`src/hw/rtl/ffsa_pkg.sv`:
```
// ----------------------------------------------------------------------------
// ffsa_pkg
// Types and constants shared by the first-free slot allocator modules.
// ----------------------------------------------------------------------------
`default_nettype none

package ffsa_pkg;

  localparam logic CMD_ALLOC = 1'b0;
  localparam logic CMD_FREE  = 1'b1;

  localparam int WORD_W    = 32;
  localparam int BIT_W     = 5;
  localparam int INDEX_W   = 6;
  localparam int COUNT_W   = 7;
  localparam int TOTAL_W   = 32;
  localparam int Q16_W     = 17;
  localparam int Q16_ONE   = 65536;

  typedef struct packed {
    logic               command;
    logic [INDEX_W-1:0] free_index;
  } req_t;

  typedef struct packed {
    logic               granted;
    logic [INDEX_W-1:0] slot_index;
    logic [COUNT_W-1:0] busy_count;
    logic [TOTAL_W-1:0] alloc_total;
    logic [TOTAL_W-1:0] free_total;
    logic [Q16_W-1:0]   occupancy_q16;
  } rsp_t;

  typedef enum logic {
    ST_IDLE,
    ST_COMMIT
  } state_t;

  typedef struct packed {
    logic load;
    logic commit;
  } ctrl_cmd_t;

endpackage

`default_nettype wire

```
`src/hw/rtl/ffsa_ctrl.sv`:
```
// ----------------------------------------------------------------------------
// ffsa_ctrl
// Request sequencer: takes a request, lets the datapath commit it once the
// result register is free, and tracks the result valid flag.
// ----------------------------------------------------------------------------
`default_nettype none

module ffsa_ctrl (
  input  wire                  clk,
  input  wire                  rst,
  input  wire                  req_valid,
  output logic                 req_ready,
  output logic                 rsp_valid,
  input  wire                  rsp_ready,
  output ffsa_pkg::ctrl_cmd_t  cmd
);

  ffsa_pkg::state_t state;
  ffsa_pkg::state_t state_next;
  logic             rsp_valid_next;

  always_ff @(posedge clk) begin
    if (rst) begin
      state     <= ffsa_pkg::ST_IDLE;
      rsp_valid <= 1'b0;
    end else begin
      state     <= state_next;
      rsp_valid <= rsp_valid_next;
    end
  end

  always_comb begin
    state_next     = state;
    req_ready      = 1'b0;
    cmd.load       = 1'b0;
    cmd.commit     = 1'b0;
    rsp_valid_next = rsp_valid && !rsp_ready;
    case (state)
      ffsa_pkg::ST_IDLE: begin
        req_ready = 1'b1;
        if (req_valid) begin
          cmd.load   = 1'b1;
          state_next = ffsa_pkg::ST_COMMIT;
        end
      end
      ffsa_pkg::ST_COMMIT: begin
        // result register must be empty or draining
        if (!rsp_valid || rsp_ready) begin
          cmd.commit     = 1'b1;
          rsp_valid_next = 1'b1;
          state_next     = ffsa_pkg::ST_IDLE;
        end
      end
      default: begin
        state_next = ffsa_pkg::ST_IDLE;
      end
    endcase
  end

endmodule

`default_nettype wire

```
`src/hw/rtl/ffsa_dpath.sv`:
```
// ----------------------------------------------------------------------------
// ffsa_dpath
// Busy bitmap, word-level free search, in-word pick, counters, incremental
// Q16 occupancy and the result register.
// ----------------------------------------------------------------------------
`default_nettype none

module ffsa_dpath #(
  parameter int SLOTS = 64
) (
  input  wire                 clk,
  input  wire                 rst,
  input  ffsa_pkg::ctrl_cmd_t cmd,
  input  ffsa_pkg::req_t      req,
  output ffsa_pkg::rsp_t      rsp
);

  localparam int IDX_W  = (SLOTS > 1) ? $clog2(SLOTS) : 1;
  localparam int CNT_W  = $clog2(SLOTS + 1);
  localparam int NWORDS = (SLOTS + ffsa_pkg::WORD_W - 1) / ffsa_pkg::WORD_W;
  localparam int WSEL_W = (NWORDS > 1) ? $clog2(NWORDS) : 1;
  localparam int PAD    = NWORDS * ffsa_pkg::WORD_W;
  localparam int POS_W  = WSEL_W + ffsa_pkg::BIT_W;
  localparam int STEP_Q = ffsa_pkg::Q16_ONE / SLOTS;
  localparam int STEP_R = ffsa_pkg::Q16_ONE % SLOTS;

  localparam logic [IDX_W:0]             SLOTS_C  = (IDX_W + 1)'(SLOTS);
  localparam logic [IDX_W:0]             STEP_R_C = (IDX_W + 1)'(STEP_R);
  localparam logic [ffsa_pkg::Q16_W-1:0] STEP_Q_C = ffsa_pkg::Q16_W'(STEP_Q);

  // state
  logic [SLOTS-1:0]             busy_map;
  logic [CNT_W-1:0]             busy_slots;
  logic [ffsa_pkg::TOTAL_W-1:0] allocs_served;
  logic [ffsa_pkg::TOTAL_W-1:0] frees_served;
  logic [ffsa_pkg::Q16_W-1:0]   occupancy;
  logic [IDX_W-1:0]             occ_rem;

  // request held between accept and commit
  logic                         cmd_r;
  logic [ffsa_pkg::INDEX_W-1:0] idx_r;
  logic [WSEL_W-1:0]            word_sel;
  logic                         word_found;

  logic [PAD-1:0]               map_pad;
  logic [NWORDS-1:0]            word_full;
  logic [WSEL_W-1:0]            word_pick;
  logic                         word_any;
  logic [ffsa_pkg::WORD_W-1:0]  cur_word;
  logic [ffsa_pkg::BIT_W-1:0]   bit_pick;
  logic [POS_W-1:0]             alloc_pos;
  logic [IDX_W-1:0]             free_pos;
  logic                         free_ok;
  logic                         do_alloc;
  logic                         do_free;

  logic [SLOTS-1:0]             busy_map_next;
  logic [CNT_W-1:0]             busy_slots_next;
  logic [ffsa_pkg::Q16_W-1:0]   occupancy_next;
  logic [IDX_W-1:0]             occ_rem_next;
  logic [IDX_W:0]               rem_up;
  logic [IDX_W:0]               rem_dn;

  // padding bits past the pool read as busy
  always_comb begin
    map_pad             = '1;
    map_pad[SLOTS-1:0]  = busy_map;
  end

  // word-level search, lowest word with a free bit
  always_comb begin
    word_pick = '0;
    word_any  = 1'b0;
    for (int w = NWORDS - 1; w >= 0; w--) begin
      word_full[w] = &map_pad[w*ffsa_pkg::WORD_W +: ffsa_pkg::WORD_W];
      if (!word_full[w]) begin
        word_pick = WSEL_W'(w);
        word_any  = 1'b1;
      end
    end
  end

  always_ff @(posedge clk) begin
    if (cmd.load) begin
      cmd_r      <= req.command;
      idx_r      <= req.free_index;
      word_sel   <= word_pick;
      word_found <= word_any;
    end
  end

  // in-word pick, lowest free bit of the selected word
  always_comb begin
    cur_word = map_pad[int'(word_sel)*ffsa_pkg::WORD_W +: ffsa_pkg::WORD_W];
    bit_pick = '0;
    for (int b = ffsa_pkg::WORD_W - 1; b >= 0; b--) begin
      if (!cur_word[b]) begin
        bit_pick = ffsa_pkg::BIT_W'(b);
      end
    end
  end

  assign alloc_pos = {word_sel, bit_pick};
  assign free_pos  = IDX_W'(idx_r);
  assign free_ok   = (int'(idx_r) < SLOTS) && busy_map[free_pos];
  assign do_alloc  = (cmd_r == ffsa_pkg::CMD_ALLOC) && word_found;
  assign do_free   = (cmd_r == ffsa_pkg::CMD_FREE) && free_ok;

  // occupancy tracked as quotient and remainder of busy*65536/SLOTS
  assign rem_up = {1'b0, occ_rem} + STEP_R_C;
  assign rem_dn = {1'b0, occ_rem} + SLOTS_C - STEP_R_C;

  always_comb begin
    busy_map_next   = busy_map;
    busy_slots_next = busy_slots;
    occupancy_next  = occupancy;
    occ_rem_next    = occ_rem;
    if (do_alloc) begin
      busy_map_next[alloc_pos[IDX_W-1:0]] = 1'b1;
      busy_slots_next = busy_slots + CNT_W'(1);
      if (rem_up >= SLOTS_C) begin
        occ_rem_next   = IDX_W'(rem_up - SLOTS_C);
        occupancy_next = occupancy + STEP_Q_C + ffsa_pkg::Q16_W'(1);
      end else begin
        occ_rem_next   = IDX_W'(rem_up);
        occupancy_next = occupancy + STEP_Q_C;
      end
    end else if (do_free) begin
      busy_map_next[free_pos] = 1'b0;
      busy_slots_next = busy_slots - CNT_W'(1);
      if ({1'b0, occ_rem} >= STEP_R_C) begin
        occ_rem_next   = IDX_W'({1'b0, occ_rem} - STEP_R_C);
        occupancy_next = occupancy - STEP_Q_C;
      end else begin
        occ_rem_next   = IDX_W'(rem_dn);
        occupancy_next = occupancy - STEP_Q_C - ffsa_pkg::Q16_W'(1);
      end
    end
  end

  always_ff @(posedge clk) begin
    if (rst) begin
      busy_map      <= '0;
      busy_slots    <= '0;
      allocs_served <= '0;
      frees_served  <= '0;
      occupancy     <= '0;
      occ_rem       <= '0;
    end else if (cmd.commit) begin
      busy_map   <= busy_map_next;
      busy_slots <= busy_slots_next;
      occupancy  <= occupancy_next;
      occ_rem    <= occ_rem_next;
      if (do_alloc) begin
        allocs_served <= allocs_served + ffsa_pkg::TOTAL_W'(1);
      end
      if (do_free) begin
        frees_served <= frees_served + ffsa_pkg::TOTAL_W'(1);
      end
    end
  end

  // result register
  always_ff @(posedge clk) begin
    if (cmd.commit) begin
      rsp.granted       <= do_alloc || do_free;
      rsp.slot_index    <= do_alloc ? ffsa_pkg::INDEX_W'(alloc_pos) : '0;
      rsp.busy_count    <= ffsa_pkg::COUNT_W'(busy_slots_next);
      rsp.alloc_total   <= do_alloc ? allocs_served + ffsa_pkg::TOTAL_W'(1)
                                    : allocs_served;
      rsp.free_total    <= do_free ? frees_served + ffsa_pkg::TOTAL_W'(1)
                                   : frees_served;
      rsp.occupancy_q16 <= occupancy_next;
    end
  end

endmodule

`default_nettype wire

```
`src/hw/rtl/first_free_slot_allocator.sv`:
```
// ----------------------------------------------------------------------------
// first_free_slot_allocator
// Allocates the lowest free slot of a fixed pool or releases a given slot,
// reporting busy count, transfer totals and Q16 occupancy with each result.
// ----------------------------------------------------------------------------
// A request is accepted in the idle state, where the busy map is scanned for
// the lowest 32-slot word that has a free slot; in the commit state the
// lowest free bit of that word is picked and the map, counters and occupancy
// are updated while the result register is loaded. The commit waits while an
// earlier result is still untaken, and no new request is accepted until the
// last one has committed. Occupancy is kept as a running quotient and
// remainder, so no divider is needed. The busy map lives in flip-flops
// cleared by reset; no clearing pass is run.
`default_nettype none

module first_free_slot_allocator #(
  parameter int SLOTS = 64
) (
  input  wire             clk,
  input  wire             rst,
  input  wire             req_valid,
  output logic            req_ready,
  input  ffsa_pkg::req_t  req,
  output logic            rsp_valid,
  input  wire             rsp_ready,
  output ffsa_pkg::rsp_t  rsp
);

  ffsa_pkg::ctrl_cmd_t cmd;

  ffsa_ctrl u_ctrl (
    .clk       (clk),
    .rst       (rst),
    .req_valid (req_valid),
    .req_ready (req_ready),
    .rsp_valid (rsp_valid),
    .rsp_ready (rsp_ready),
    .cmd       (cmd)
  );

  ffsa_dpath #(
    .SLOTS (SLOTS)
  ) u_dpath (
    .clk (clk),
    .rst (rst),
    .cmd (cmd),
    .req (req),
    .rsp (rsp)
  );

endmodule

`default_nettype wire

```
`config.mk`:
```
export PLATFORM = sky130hd
export DESIGN_NAME = first_free_slot_allocator
export DESIGN_NICKNAME = d
export VERILOG_FILES = /design/src/hw/rtl/ffsa_pkg.sv /design/src/hw/rtl/ffsa_ctrl.sv /design/src/hw/rtl/ffsa_dpath.sv /design/src/hw/rtl/first_free_slot_allocator.sv
export SDC_FILE = /design/constraint.sdc
export NUM_CORES = 1
export LEC_CHECK = 0
export ABC_AREA = 1
export CORE_MARGIN = 3
export CORE_UTILIZATION = 53
export CTS_CLUSTER_SIZE = 40
export DETAILED_ROUTE_END_ITERATION = 10
export DONT_BUFFER_PORTS = 1
export GPL_TIMING_DRIVEN = 1
export PLACE_DENSITY = 0.78
export SYNTH_ARGS = -nofsm -noshare
export SYNTH_HDL_FRONTEND = slang
export SYNTH_HIERARCHICAL = 1
export SYNTH_SLANG_ARGS = --single-unit
```
`constraint.sdc`:
```
create_clock -name clk -period 7.5 [get_ports clk]
set_clock_uncertainty 0.1 [all_clocks]
set_input_delay 0.75 -clock clk [delete_from_list [all_inputs] [get_ports clk]]
set_output_delay 0.75 -clock clk [all_outputs]
set_load 0.05 [all_outputs]
```
==> out/qor.txt <==
clk root buf: clkbuf_16
FF+latch area: 5705 µm²
RSZ-0062 raised after global routing: no
Setup crit end kind: flip-flop
initial antenna violation count: 0
DRC: 0
#FFs+latches synth: 238
area of the multi-input gates: 5385 µm²
die area: 25,610 µm²
port bufs: 0
initial core utilization: 54.72%
average cell area after synthesis: 8.194 µm²
Num CTS Buffers: 26
CP Launch Point: u_dpath/free_pos[4]
chip height: 160.0 µm
period utilization: 61.10%
clk_lat worst skew: 540 ps
required time worst endpoint: 7810 ps
Worst-Margin Slew: 1129 ps
post-CTS setup buffer count: 0
Worst EP arrival: 4890 ps
largest net degree at the start of global routing: 97
Total Nets Final: 1,512
share of the synthesized area in the top cell type: 22.92%
row count: 55
Design Power: 3.159 mW
Post-Route WL: 33,650 µm
Synth Flop Type: dfxtp_1
vias in the first global route: 10.32k
Leak: 5.319 nW
Layout area overhead: 6.924%
Hold Crit Start: rst
Synth area leaders: dfxtp_1, edfxtp_1, a21oi_1
Reg clk slew, reported paths: 60 ps
Synth warnings: 6
Max Cap Viol: 0
Cells after Synth: 1,535
# fillers: 2,045
CTS tree: yes
status: completed
Slew Limit Fails: 0
DR iter-0 viols: 1,278
post-route antenna net violation count: 0
via count: 10.88k
Max Root-Sink Buffers: 3
CORE AREA: 22,980 µm²
Final Hold Vio Count: 0
share of cells above drive strength 1: 7.525%
Peak VDD IR: 0.2264 mV
Int Power: 2.274 mW
number of enable flip-flop cells after synthesis: 94
Rel. slew slack: 24.44%
die width: 160.0 µm
sw frac: 28.01%
RePlAce Congestion: 0.9645
crit start category: flip-flop
Via-to-Cell Ratio: 5.953
Final TNS setup: 0 ps
fin util: 58.51%
proportion of power drawn by the clock network: 40.4%
post-layout min period: 4583 ps
Logic pwr share: 9.2%
type of the worst setup path: reg -> reg
Psw: 884.9 µW
ant diodes: 0
HP Class: in -> reg
total track usage: 25.47%
CP max FO: 64
worst r2r src: u_dpath/free_pos[4]
setup violators final: 0
Ports: 108
drt wl/cell: 18.41 µm
Pwr per Cell Area: 234.9 nW/µm²
grt total ovfl: 0
post-CTS sizing: 0
Seq pwr share: 50.4%
Post-DP HPWL: 21,530 µm
maximum clock frequency: 218.2 MHz
First-pass DRT Iterations: 5
Clock Sinks: 238
async set-reset flop share out of synthesis: 0%
first-pass GRT wire length: 54,280 µm
# hold bufs at CTS: 0
register area share after synthesis: 45.36%
post-synth cell types: 52
# H-tree levels: 1
Synth Cell Area: 12,580 µm²
Yosys top cell by area: dfxtp_1
[sequential cells by signal, summed over array words and instances (netlist names)]
register / count
u_ctrl/rsp_valid: 1
u_ctrl/state: 1
u_dpath/allocs_served: 32
u_dpath/busy_map: 64
u_dpath/busy_slots: 7
u_dpath/cmd_r: 1
u_dpath/free_pos: 6
u_dpath/frees_served: 32
u_dpath/occupancy: 7
u_dpath/rsp: 85
u_dpath/word_found: 1
u_dpath/word_sel: 1
[synthesized netlist by cell type (all sizes together), types with 8 or more instances]
master  count
a21oi     201
buf        42
clkbuf     42
dfxtp     144
edfxtp     94
inv       277
nand2     151
nand3      64
nand4      58
nor2      100
nor3       28
nor4       25
o21ai     112
o22ai      32
o31ai      64
o41ai       8
xor2       67
[per-layer routing]
layer	wire [µm]	global-route usage [%]
met2	14950	39.22
met5	0	0
met4	1381	10.57
met1	13550	33.95
met3	3766	7.004
[logic make-up (layout without fill, tap and decap cells)]
| logic type | Yosys count | in the layout | synth area share (%) |
|---|---|---|---|
| xor+xnor | 68 | 68 | 4.735 |
| compound gates | 431 | 431 | 19.52 |
| simple gates | 428 | 428 | 17.53 |
| fa+ha+maj | 6 | 6 | 0.5969 |
| other cells | 1 | 10 | 0.02982 |
| mux | 1 | 1 | 0.07959 |
| buf+inv | 362 | 333 | 12.15 |
| flops | 238 | 238 | 45.36 |
[worst max-delay path, stage by stage, from the launching register on]
cell	delay, ps
edfxtp_1	480
inv_2	110
nor3_2	750
o41ai_1	280
nand4_1	160
o21a_1	670
nor2_4	90
nor2_2	300
clkinv_2	840
o31ai_1	560
a21oi_1	80
[through the flow]
stage / instance area (µm²) / worst slack (ps) / instances / hold slack [ps]
finish: 13450 / 2917 / 1828 / 192.5
global route: 13450 / 2608 / 1828 / 180.3
CTS: 13450 / 3090 / 1828 / 182.5
detailed placement: 12580 / 3125 / 1780 / 390.2
global placement: 12580 / 3257 / 1780 / 379.2
floorplan: 12610 / 2257 / 1544 / 359.4
[final timing paths]
path	endpoint	cells after the start	slack, ps
setup / recovery	u_dpath/busy_map[41]	10	2920
hold / removal	u_ctrl/rsp_valid	1	190
setup reg to reg	u_dpath/busy_map[41]	10	2920
hold reg to reg	u_dpath/busy_slots[0]	1	400
[area by class of cell]
cell class              instances  area share [%]
flip-flops and latches        238           42.43
multi-input cells             944           40.04
inverters                     278           7.797
clock buffers                  38           5.629
well taps                     313           2.912
clock inverters                10          0.8001
repair buffers                  7          0.3908
[cells in the final DEF, fill, tap and decap left out, types with 27 or more instances in the layout]
master / netlist / final
o31ai_1: 64 / 64
o21ai_0: 101 / 101
nor2_1: 79 / 79
nand2_1: 143 / 143
edfxtp_1: 94 / 94
a21oi_1: 199 / 199
o22ai_1: 32 / 32
nand3_1: 58 / 58
clkbuf_16: 0 / 27
xor2_1: 67 / 67
inv_1: 264 / 263
dfxtp_1: 144 / 144
nand4_1: 56 / 56
[power by group through the flow]
| stage | combinational, mW | sequential [mW] | clock, mW |
|---|---|---|---|
| after floorplan | 0.239 | 1.60 | 0 |
| after global placement | 0.273 | 1.62 | 0 |
| after detailed placement | 0.281 | 1.62 | 0 |
| after CTS | 0.284 | 1.59 | 1.30 |
| after global routing | 0.323 | 1.60 | 1.36 |
| final | 0.289 | 1.59 | 1.28 |
(Power assumes the default switching activity.)
